===== src/rtl/core/dlfb_pkg.sv =====
// ----------------------------------------------------------------------------
// Dense layer package
// Shared types, constants and helper functions for the dense layer block.
// ----------------------------------------------------------------------------
`default_nettype none
package dlfb_pkg;

  localparam int unsigned InFeatures  = 4;
  localparam int unsigned OutFeatures = 4;
  localparam int unsigned Batch       = 4;
  localparam int unsigned NumCells    = 4;
  localparam int unsigned AccW        = 40;
  localparam logic signed [15:0] WeightInit = 16'sd26;
  localparam logic [2:0] BatchRowsReset = 3'd4;

  typedef enum logic [1:0] {
    REQ_WEIGHT = 2'd0,
    REQ_ACT    = 2'd1,
    REQ_GRAD   = 2'd2,
    REQ_NONE   = 2'd3
  } req_e;

  typedef enum logic [1:0] {
    KIND_FWD   = 2'd0,
    KIND_WGRAD = 2'd1,
    KIND_BGRAD = 2'd2,
    KIND_IGRAD = 2'd3
  } kind_e;

  typedef enum logic [1:0] {
    ST_IDLE = 2'd0,
    ST_RUN  = 2'd1,
    ST_OUT  = 2'd2
  } state_e;

  // One cell operation: operands enter the chain at cell 0. The index tells
  // which cell of the chain takes the term.
  typedef struct packed {
    logic               valid;
    logic               clear;
    logic               use_b;
    logic [1:0]         idx;
    logic signed [15:0] a;
    logic signed [15:0] b;
  } cell_op_t;

  typedef struct packed {
    logic [1:0]         req_type;
    logic [1:0]         row;
    logic [1:0]         col;
    logic signed [15:0] value;
    logic               last;
  } req_t;

  typedef struct packed {
    logic [1:0]         kind;
    logic [1:0]         out_row;
    logic [1:0]         out_col;
    logic signed [15:0] result_value;
    logic               end_of_run;
  } rsp_t;

  // Saturate a wide sum to 16 bits.
  function automatic logic signed [15:0] sat16(input logic signed [AccW-1:0] v);
    logic signed [15:0] r;
    if (v > $signed(AccW'(32767))) r = 16'sh7fff;
    else if (v < -$signed(AccW'(32768))) r = 16'sh8000;
    else r = v[15:0];
    return r;
  endfunction

  // Round half up from Q16.16 to Q8.8, then saturate.
  function automatic logic signed [15:0] to_q88(input logic signed [AccW-1:0] acc);
    logic signed [AccW-1:0] x;
    x = (acc + $signed(AccW'(128))) >>> 8;
    return sat16(x);
  endfunction

endpackage
`default_nettype wire


===== src/rtl/core/dlfb_cell.sv =====
// ----------------------------------------------------------------------------
// Dense layer MAC cell
// One cell of the chain: multiplies (or passes) the operands, accumulates,
// and forwards the operation to its neighbor through a register.
// ----------------------------------------------------------------------------
`default_nettype none
module dlfb_cell (
  input  wire logic               clk_i,
  input  wire logic               rst_ni,
  input  wire logic               take_i,
  input  dlfb_pkg::cell_op_t      op_i,
  output dlfb_pkg::cell_op_t      op_o,
  output logic signed [dlfb_pkg::AccW-1:0] acc_o
);
  import dlfb_pkg::*;

  cell_op_t op_q;
  logic signed [AccW-1:0] acc_q, acc_d, term;
  logic signed [31:0] prod;

  // Product or plain operand (bias sums add the value alone).
  always_comb begin
    prod = op_i.a * op_i.b;
    if (op_i.use_b) term = AccW'(prod);
    else term = AccW'(op_i.a) <<< 8;
    acc_d = acc_q;
    if (op_i.valid && take_i) acc_d = (op_i.clear ? '0 : acc_q) + term;
  end

  // Every operation moves on to the neighbor, taken here or not.
  always_ff @(posedge clk_i or negedge rst_ni) begin
    if (!rst_ni) begin
      op_q <= '0;
    end else begin
      op_q <= op_i;
    end
  end

  always_ff @(posedge clk_i) begin
    acc_q <= acc_d;
  end

  assign op_o  = op_q;
  assign acc_o = acc_q;
endmodule
`default_nettype wire


===== config.mk =====
export PLATFORM = sky130hd
export DESIGN_NAME = dlfb_cell
export DESIGN_NICKNAME = d
export VERILOG_FILES = /design/src/rtl/core/dlfb_pkg.sv /design/src/rtl/core/dlfb_cell.sv
export SDC_FILE = /design/constraint.sdc
export NUM_CORES = 1
export LEC_CHECK = 0
export BUFFER_PORTS_ARGS = -buffer_cell sky130_fd_sc_hd__buf_4
export CORE_MARGIN = 2
export CORE_UTILIZATION = 35
export CTS_CLUSTER_SIZE = 16
export DETAILED_ROUTE_END_ITERATION = 8
export PLACE_DENSITY = 0.61
export SLEW_MARGIN = 10
export SYNTH_ARGS = -nofsm -noshare
export SYNTH_HDL_FRONTEND = slang
export SYNTH_SLANG_ARGS = --single-unit

===== constraint.sdc =====
create_clock -name clk_i -period 3.1 [get_ports clk_i]
set_input_delay 0.62 -clock clk_i [delete_from_list [all_inputs] [get_ports clk_i]]
set_output_delay 0.62 -clock clk_i [all_outputs]
set_load 0.02 [all_outputs]

Word level (Yosys, flattened, before mapping)
Cells that the tools add are included.
{"block": "word_totals", "reg_bits": 77, "wordCells": 12}
{"block": "op_classes", "reduce_logical": 1, "mux": 2, "multipliers": 1, "n_addsub": 1}
{"operator": "$mux 40", "count": 2}
{"operator": "$add 40x40->40", "count": 1}
{"operator": "$mul 16x16->32", "count": 1}
{"operator": "$logic_and 1x1->1", "count": 1}

Logic depth before layout (Yosys ltp)
Gate-level depths: netlist of run 1.
{"block": "logic_depth", "ltp_word": 3, "mapped_depth": 36, "mapped_depth_nobuf": 35}

Worst setup path before layout of run 1
OpenSTA, ideal clock, no wires.
{"block": "synth_timing", "path_type": "input to register", "from": "in op_i[26] (netlist name)", "to": "reg acc_q[37], in the netlist acc_o[37], data pin", "n_path_buf": 1, "path_stages": 32, "required_ps": 2836, "arrival_time_ps": 8222, "setup_slack_ps": -5385, "cell_sequence": "clkbuf_1 > nand2_1 > fa_1 > fa_1 > fa_1 > fa_1 > inv_1 > fa_1 > fa_1 > ha_1 > a21oi_1 > nor2_1 > o21a_1 > or2_2 > nand2_1 > o21ai_0 > a21o_1 > a211oi_1 > nor2_1 > mux2_2 > ha_1 > nand4_1 > or4_1 > a211oi_2 > o311ai_2 > o21ai_1 > nand4_1 > a21oi_1 > inv_1 > o41ai_1 > a31oi_1 > xor2_1"}
{"block": "synth_between", "elab_chain_len": 3}
{"item": "start, declared", "line_no": "dlfb_cell.sv:11", "source": "input dlfb_pkg::cell_op_t op_i,"}
{"item": "$mul 16x16->32", "line_no": "dlfb_cell.sv:23", "source": "prod = op_i.a * op_i.b;"}
{"item": "$mux 40 *", "line_no": "dlfb_cell.sv:24", "source": "if (op_i.use_b) term = AccW'(prod);"}
{"item": "$add 40x40->40 *", "line_no": "dlfb_cell.sv:27", "source": "if (op_i.valid && take_i) acc_d = (op_i.clear ? '0 : acc_q) + term;"}
{"item": "end signal, assigned", "line_no": "dlfb_cell.sv:40", "source": "acc_q <= acc_d;"}
{"item": "end, declared", "line_no": "dlfb_cell.sv:18", "source": "logic signed [AccW-1:0] acc_q, acc_d, term;"}
Mark *: on every way between the ends. The rest lies on a longest branch, timed or not.
A chain may end at the register's enable or synchronous reset.

Worst setup path after layout of run 1
{"block": "layout_timing", "from": "in op_i[2] (netlist name)", "to": "reg acc_q[39], in the netlist acc_o[39], data pin"}
{"block": "layout_between", "elab_chain_len": 3}
{"item": "$mul 16x16->32", "line_no": "dlfb_cell.sv:23"}
{"item": "$mux 40", "line_no": "dlfb_cell.sv:24"}
{"item": "$add 40x40->40", "line_no": "dlfb_cell.sv:27"}
No other way between the ends.

==> results.py, run 1 <==
metrics = {
    "critical_path": {
        "worst_path_largest_cell_delay_ns": 0.57,
        "critical_path.startpoint": "op_i[2]",
        "critPathMaxFanout": 10,
        "crit_path_top_delay_cell": "fa_1",
        "cp_common_cell": "fa_1",
        "regToRegStartpoint": "acc_o[21]$_DFFE_PP_",
        "cp.arrival_ns": 8.13,
        "path_delay_family": "adder cells",
        "cp-start-kind": "input port",
        "crit_type": "input port to register",
        "cp.required_ns": 3.23,
        "path_buf_inv": 6,
        "worstSetupEndpointType": "register",
    },
    "die": {
        "die_area_um2": 43380,
        "die_h_um": 208.3,
        "start_util_pct": 35.61,
        "die_w_um": 208.3,
        "core.rowCount": 74,
        "coreArea_um2": 41020,
        "ioPinCount": 117,
    },
    "sta": {
        "timing.fmax_mhz": 125.0,
        "period_needed_ns": 7.997,
        "hold_viol": 0,
        "setup_viol": 36,
        "fin_ws_ns": -4.897,
        "finClkSkew_ns": 0.005199,
        "slew_violations": 0,
        "timing.final.crit_share_pct": 258.0,
        "tightest_slew_ns": 0.6018,
        "rsz0062_at_grt": "yes",
        "holdWs_ns": 0.2508,
        "slew_headroom_pct": 59.88,
    },
    "routing": {
        "first_pass_iters": 4,
        "ant_nets": 0,
        "wl_per_cell_um": 16.50,
        "wl_mm": 41.36,
        "vias_per_cell": 4.755,
        "vias": 11921,
        "route.detailed.drc": 0,
        "drt_iter0_drc": 529,
    },
    "cts": {
        "cts.sinks": 77,
        "cts_tree": "built",
        "cts_made_buffers": 9,
        "cts_root_buf": "clkbuf_16",
        "clkLatencyLatePin_ns": 0.37,
        "htree_levels": 3,
        "clkTransAtPathRegs_ns": 0.07,
        "clk_path_buf_depth": 2,
    },
    "global_routing": {
        "grt_use_met3_pct": 2.626,
        "use_met2_pct": 34.87,
        "grt_pass1_vias": 13321,
        "grt_max_degree": 38,
        "grt_pass1_wl_mm": 68.63,
        "grt_busiest_layer": "met2",
        "antenna_found_initial": 0,
        "grtUsageTotal_pct": 20.00,
        "met1_usage_pct": 26.49,
        "gr-total-overflow": 0,
    },
    "synthesis": {
        "syn-num-nets": 1943,
        "ys_seq_area_share_pct": 14.56,
        "ys_async_sr_fraction_pct": 48.05,
        "synthFlopType": "edfxtp_1",
        "avgSynthCellArea_um2": 9.629,
        "synth_top_area_cell": "fa_1",
        "synth-edff-count": 40,
        "synth_cells": 1517,
        "yosysWarnings": 0,
        "syn_area_um2": 14610,
        "synth_area_leaders": "fa_1 36%, ha_1 11%, edfxtp_1 8.2%",
        "yosysUniqueCellTypes": 69,
        "synth.top_cell.area_share_pct": 36.05,
        "synth-seq-cells": 77,
    },
    "cells_and_area": {
        "syn_to_final_growth_pct": 42.02,
        "final_common_cell": "buf_4",
        "final_cell_mix": "417 x buf_4, 281 x inv_1, 254 x fa_1",
        "fin_nets": 2396,
        "drive_gt1_share_pct": 37.47,
        "antenna_cells": 0,
    },
    "status": {
        "status": "finished, violations left",
        "failed_checks": "setup timing",
    },
    "place": {
        "hpwlAfterDp_mm": 34.09,
        "io_buffers": 116,
        "gp_congestion": 0.8477,
    },
    "worst_hold_path": {
        "hp-class": "input port to async pin",
    },
    "job": {
        "maxCapViolCount": 0,
    },
}
[per-layer routing]
metal	up-vias	share of wire, %
li1	5645	-
met1	6019	44
met2	209	51
met3	48	3.5
met4	0	1.5
met5	-	0
[Yosys cell counts (11+ instances only)]
cell,n
dfrtp_1,37
clkbuf_1,39
edfxtp_1,40
o21ai_0,26
o21a_1,19
xor2_1,15
mux2_2,14
ha_1,123
nand2_1,141
a21oi_1,50
nand2b_1,11
xnor2_1,55
a21o_1,29
inv_1,298
nor2b_1,44
nor2_1,53
and2_1,132
fa_1,263
[state kept, by name (all words and copies together) (netlist names)]
name   count
acc_o     40
op_o      37
[repair_timing]
action                                  4_1_cts  5_1_grt
endpoints found under the setup margin       37       37
buffers inserted                             37       25
hold endpoints to repair                      0        0
resized for setup                           148       67
hold buffers                                  0        0
pin swaps                                    89       62
[final timing paths]
kind	slack (ns)	cells past startpoint	end
min reg2reg	0.72	2	acc_o[0]$_DFFE_PP_
max	-4.90	36	acc_o[39]$_DFFE_PP_
min in group clk_i	0.36	1	op_o[36]$_DFF_PN0_
max in group asynchronous	2.43	1	op_o[9]$_DFF_PN0_
min	0.25	1	op_o[18]$_DFF_PN0_
max reg2reg	-0.22	13	acc_o[39]$_DFFE_PP_
[cell families after synthesis]
| kind of cell | Yosys count | share of synthesized area [%] |
|---|---|---|
| AND/OR/NAND/NOR | 429 | 15.14 |
| buffers and inverters | 344 | 8.900 |
| flip-flops | 77 | 14.56 |
| XOR/XNOR | 70 | 4.197 |
| AO/OA/AOI/OAI | 195 | 9.406 |
| multiplexers | 16 | 1.216 |
| adder cells (fa/ha/maj) | 386 | 46.58 |
[per-stage QoR]
step,setup TNS [ns],util [%],worst slack [ns],instance area [µm²],cells
6_report,-131.63,50.57,-4.897,20740,2507
5_1_grt,-140.08,50.57,-5.227,20740,2507
4_1_cts,-129.33,49.59,-4.813,20340,2493
3_5_place_dp,-148.84,46.64,-5.397,19130,2444
3_3_place_gp,-147.44,46.64,-5.323,19130,2444
2_1_floorplan,-124.21,-,-4.943,15490,1517
[layout make-up]
class                   instances  area, µm²
clock buffers                  12      267.8
clock inverters                 4      28.78
fillers                      3761      20270
inverters                     298       1119
multi-input cells            1096      12530
flip-flops and latches         77       2127
well taps                     532      665.6
repair buffers                488       4008
Power of run 1 is left out: the tool's default activity adds up to more than one toggle a clock period on the data nets, which glitch-free logic cannot reach.
==> run 2: changes to the inputs <==
- PLACE_DENSITY: 0.61 -> 0.59
- SLEW_MARGIN: 10 -> 20
- clock period: 3.1 -> 8.7 ns (I/O delays scaled with it)
==> run 2 against run 1 <==
  * The flow still finishes with violations (setup timing)
  * Register-to-register slack improved by 5.4 ns
  * First-iteration DRC count decreased by 18%
  * Critical path depth decreased by 3
  * Utilization shrank 3.7 points
  * Final cell count down 3.9%
  * Setup slack improved by 4.5 ns
  * Via count down 3.7%
  * Clock skew up 0.0057 ns
  * Worst hold slack better by 0.48 ns
  * Sequential share of layout area rose by 0.81 points
  * Die area is the same
==> results.py, run 2 (synthesis gave the netlist of run 1 again) <==
metrics = {
    "sta": {
        "timing.fmax_mhz": 110.0,
        "slew_headroom_pct": 58.92,
        "setup_tns_ns": -1.899,
        "tightest_slew_ns": 0.6149,
        "timing.final.crit_share_pct": 104.5,
        "holdWs_ns": 0.7339,
        "finClkSkew_ns": 0.01092,
        "period_needed_ns": 9.091,
        "rsz0062_at_grt": "yes",
        "slew_violations": 0,
        "fin_ws_ns": -0.3908,
        "setup_viol": 9,
        "hold_viol": 0,
    },
    "critical_path": {
        "cp_common_cell": "fa_1",
        "r2r_setup_slack_ns": 5.18,
        "reg2reg_depth": 15,
        "worstSetupEndpointType": "register",
        "cp.arrival_ns": 9.23,
        "crit_type": "input port to register",
        "regToRegStartpoint": "acc_o[0]$_DFFE_PP_",
        "rr_endpoint": "acc_o[28]$_DFFE_PP_",
        "cp-start-kind": "input port",
        "critical_path.startpoint": "op_i[4]",
        "critPathMaxFanout": 8,
        "cp.required_ns": 8.84,
        "worst_path_largest_cell_delay_ns": 0.56,
        "crit_path_top_delay_cell": "fa_1",
    },
    "global_routing": {
        "gr-total-overflow": 0,
        "grt_pass1_vias": 12604,
        "grt_max_degree": 42,
        "antenna_found_initial": 0,
        "grtUsageTotal_pct": 18.67,
        "grt_pass1_wl_mm": 64.38,
    },
    "cells_and_area": {
        "antenna_cells": 0,
        "largest_reg_flops": 40,
        "final_cell_mix": "347 x buf_4, 285 x inv_1, 249 x fa_1",
        "drive_gt1_share_pct": 29.61,
        "fin_nets": 2299,
        "final_common_cell": "buf_4",
        "syn_to_final_growth_pct": 31.61,
        "final_area_um2": 19220,
        "n_fill_cell": 3846,
    },
    "die": {
        "die_h_um": 208.3,
        "die_area_um2": 43380,
        "coreArea_um2": 41020,
        "die_w_um": 208.3,
        "core.rowCount": 74,
        "start_util_pct": 35.61,
        "ioPinCount": 117,
    },
    "worst_hold_path": {
        "worstHoldStart": "acc_o[0]$_DFFE_PP_",
        "hp-class": "register to register",
        "hold_depth": 2,
        "min_to": "acc_o[0]$_DFFE_PP_",
    },
    "place": {
        "hpwlAfterDp_mm": 32.38,
        "gp_congestion": 0.8339,
        "post_dp_cell_area_um2": 18080,
        "io_buffers": 116,
    },
    "cts": {
        "clkTransAtPathRegs_ns": 0.07,
        "htree_levels": 3,
        "holdBufCountCts": 0,
        "cts_tree": "built",
        "cts_root_buf": "clkbuf_16",
        "cts_made_buffers": 9,
        "clk_path_buf_depth": 2,
        "cts.sinks": 77,
        "clkLatencyLatePin_ns": 0.39,
    },
    "routing": {
        "wl_mm": 38.40,
        "met2WireLength_mm": 19.87,
        "drt_iter0_drc": 436,
        "drt-met1-wl_mm": 16.41,
        "first_pass_iters": 7,
        "top_layer": "met4",
        "route.detailed.drc": 0,
        "wl_per_cell_um": 15.93,
        "vias_per_cell": 4.761,
        "route.met3.wl_mm": 1.300,
        "ant_nets": 0,
        "vias": 11475,
    },
    "job": {
        "maxCapViolCount": 0,
    },
    "status": {
        "status": "finished, violations left",
        "failed_checks": "setup timing",
    },
}
run 2: metal layers:
layer / track usage, % / up-vias
li1: - / 5448
met4: 5.879 / 0
met2: 32.63 / 169
met1: 23.67 / 5807
met3: 2.943 / 51
met5: 0 / -
run 2: area by class of cell:
cell class                      instances  area (µm²)  share of cell area (%)
Multi-Input combinational cell       1096       11850                   61.62
Timing Repair Buffer                  391        3167                   16.47
Sequential cell                        77        2127                   11.06
Inverter                              298        1119                   5.819
Tap cell                              532       665.6                   3.463
Clock buffer                           10       229.0                   1.191
Clock inverter                          6       71.32                  0.3710
run 2: through the flow:
step	std cells	setup slack (ns)	utilization, %
after floorplan	1517	-0.4629	-
after global placement	2368	-0.8354	44.09
after detailed placement	2368	-0.9119	44.09
after CTS	2408	-0.3216	46.15
after global routing	2410	-0.6495	46.87
final	2410	-0.3908	46.87
run 2: critical path: cells and delay by family:
family	cells	cell delay, ns
buf+inv	5	0.30
compound gates	12	2.34
mux	1	0.28
xor+xnor	2	0.16
simple gates	5	0.98
fa+ha+maj	8	3.43
run 2: how the worst max path moves through the flow:
| stage | cells past startpoint | to |
|---|---|---|
| finish | 33 | acc_o[39]$_DFFE_PP_ |
| CTS | 33 | acc_o[39]$_DFFE_PP_ |
| floorplan | 34 | acc_o[39]$_DFFE_PP_ |
| global placement | 33 | acc_o[37]$_DFFE_PP_ |
| detailed placement | 33 | acc_o[39]$_DFFE_PP_ |
| global route | 33 | acc_o[39]$_DFFE_PP_ |
run 2: what timing repair did:
item,in CTS,in global routing
buffers inserted,24,15
pin swaps,65,67
resized for setup,88,56
setup endpoints to repair,12,16
Power of run 2 is left out for the same reason.
==> run 3: changes to the inputs <==
- SETUP_SLACK_MARGIN: not set -> 0.02
==> run 3 against run 2 <==
  * The run still ends with setup timing left
  * Setup slack lost 0.091 ns
  * Count of clock-buffer cells in the layout is 1 lower
  * Non-clock buffer count did not move
==> results.py, run 3 (synthesis gave the netlist of run 1 again) <==
metrics = {
    "sta": {
        "rsz0062_at_grt": "yes",
        "period_needed_ns": 9.182,
        "finClkSkew_ns": 0.01319,
        "slew_violations": 0,
        "holdWs_ns": 0.7388,
        "hold_viol": 0,
        "slew_headroom_pct": 33.62,
        "timing.fmax_mhz": 108.9,
        "fin_ws_ns": -0.4819,
        "timing.final.crit_share_pct": 105.5,
        "tightest_slew_ns": 0.9957,
        "setup_viol": 10,
    },
    "die": {
        "ioPinCount": 117,
        "start_util_pct": 35.61,
        "die_h_um": 208.3,
        "die_area_um2": 43380,
        "core.rowCount": 74,
        "coreArea_um2": 41020,
        "die_w_um": 208.3,
    },
    "status": {
        "status": "finished, violations left",
        "failed_checks": "setup timing",
    },
    "global_routing": {
        "gr-total-overflow": 0,
        "antenna_found_initial": 1,
        "grtUsageTotal_pct": 18.73,
        "grt_max_degree": 42,
        "grt_pass1_vias": 12545,
        "grt_pass1_wl_mm": 64.42,
    },
    "critical_path": {
        "cp.arrival_ns": 9.32,
        "path_delay_family": "adder cells",
        "cp-start-kind": "input port",
        "crit_path_top_delay_cell": "or4_4",
        "path_buf_inv": 8,
        "worst_path_largest_cell_delay_ns": 0.54,
        "cp_common_cell": "fa_1",
        "cp.required_ns": 8.84,
        "worstSetupEndpointType": "register",
        "crit_type": "input port to register",
        "critPathMaxFanout": 8,
    },
    "cells_and_area": {
        "fin_nets": 2299,
        "n_fill_cell": 3835,
        "final_cell_mix": "369 x buf_4, 281 x inv_1, 252 x fa_1",
        "largest_reg_flops": 40,
        "syn_to_final_growth_pct": 30.47,
        "antenna_cells": 0,
        "final_common_cell": "buf_4",
        "drive_gt1_share_pct": 29.77,
    },
    "place": {
        "gp_congestion": 0.8137,
        "pre_cts_ws_ns": -0.9702,
        "io_buffers": 116,
        "hpwlAfterDp_mm": 32.25,
    },
    "cts": {
        "cts.sinks": 77,
        "cts_tree": "built",
        "cts_root_buf": "clkbuf_16",
        "clk_path_buf_depth": 2,
        "clkLatencyLatePin_ns": 0.38,
        "cts_made_buffers": 9,
        "htree_levels": 3,
        "holdBufCountCts": 0,
        "clkTransAtPathRegs_ns": 0.08,
    },
    "routing": {
        "wl_mm": 38.33,
        "vias_per_cell": 4.744,
        "route.detailed.drc": 0,
        "ant_nets": 0,
        "first_pass_iters": 5,
        "wl_per_cell_um": 15.90,
        "vias": 11434,
        "drt_iter0_drc": 545,
    },
    "worst_hold_path": {
        "hp-class": "register to register",
    },
    "job": {
        "maxCapViolCount": 0,
    },
}
[run 3: area by class of cell]
cell class                      count  area, µm²  share of cell area, %
Clock buffer                        9      225.2                  1.182
Clock inverter                      7      53.80                 0.2823
Inverter                          298       1119                  5.870
Multi-Input combinational cell   1096      11810                  61.95
Sequential cell                    77       2127                  11.16
Tap cell                          532      665.6                  3.493
Timing Repair Buffer              391       3060                  16.06
[run 3: final timing paths]
check                              startpoint                  end  slack (ns)  cells after the start
min in group asynchronous              rst_ni   op_o[33]$_DFF_PN0_        1.36                      1
min reg2reg                acc_o[0]$_DFFE_PP_   acc_o[0]$_DFFE_PP_        0.74                      2
max                                  op_i[25]  acc_o[37]$_DFFE_PP_       -0.48                     33
max reg2reg                acc_o[0]$_DFFE_PP_  acc_o[28]$_DFFE_PP_        5.26                     15
max in group asynchronous              rst_ni   op_o[26]$_DFF_PN0_        6.92                      1
min                        acc_o[0]$_DFFE_PP_   acc_o[0]$_DFFE_PP_        0.74                      2
[run 3: what timing repair did]
action / 4_1_cts / 5_1_grt
gates cloned: 1 / 0
pin swaps: 75 / 79
setup endpoints to repair: 14 / 18
setup buffers: 21 / 10
resized for setup: 71 / 61
[run 3: routing by layer]
metal,routed length [µm],track usage (%),vias up
met4,842,5.855,0
li1,-,-,5444
met2,19480,32.59,202
met5,0,0,-
met3,1624,2.898,46
met1,16380,23.89,5742
[run 3: per-stage QoR]
| step | area [µm²] | std cells | util, % | setup TNS (ns) |
|---|---|---|---|---|
| floorplan | 14900 | 1517 | - | -1.662 |
| global placement | 18040 | 2364 | 43.98 | -9.039 |
| detailed placement | 18040 | 2364 | 43.98 | -9.619 |
| CTS | 18800 | 2402 | 45.82 | -2.471 |
| global route | 19060 | 2410 | 46.46 | -5.931 |
| finish | 19060 | 2410 | 46.46 | -3.015 |
[run 3: worst min-delay path, delay by kind of cell, from the launching register on]
kind	cells	cell delay (ns)
flops	1	0.35
fa+ha+maj	1	0.14
simple gates	1	0.14
Power of run 3 is left out for the same reason.
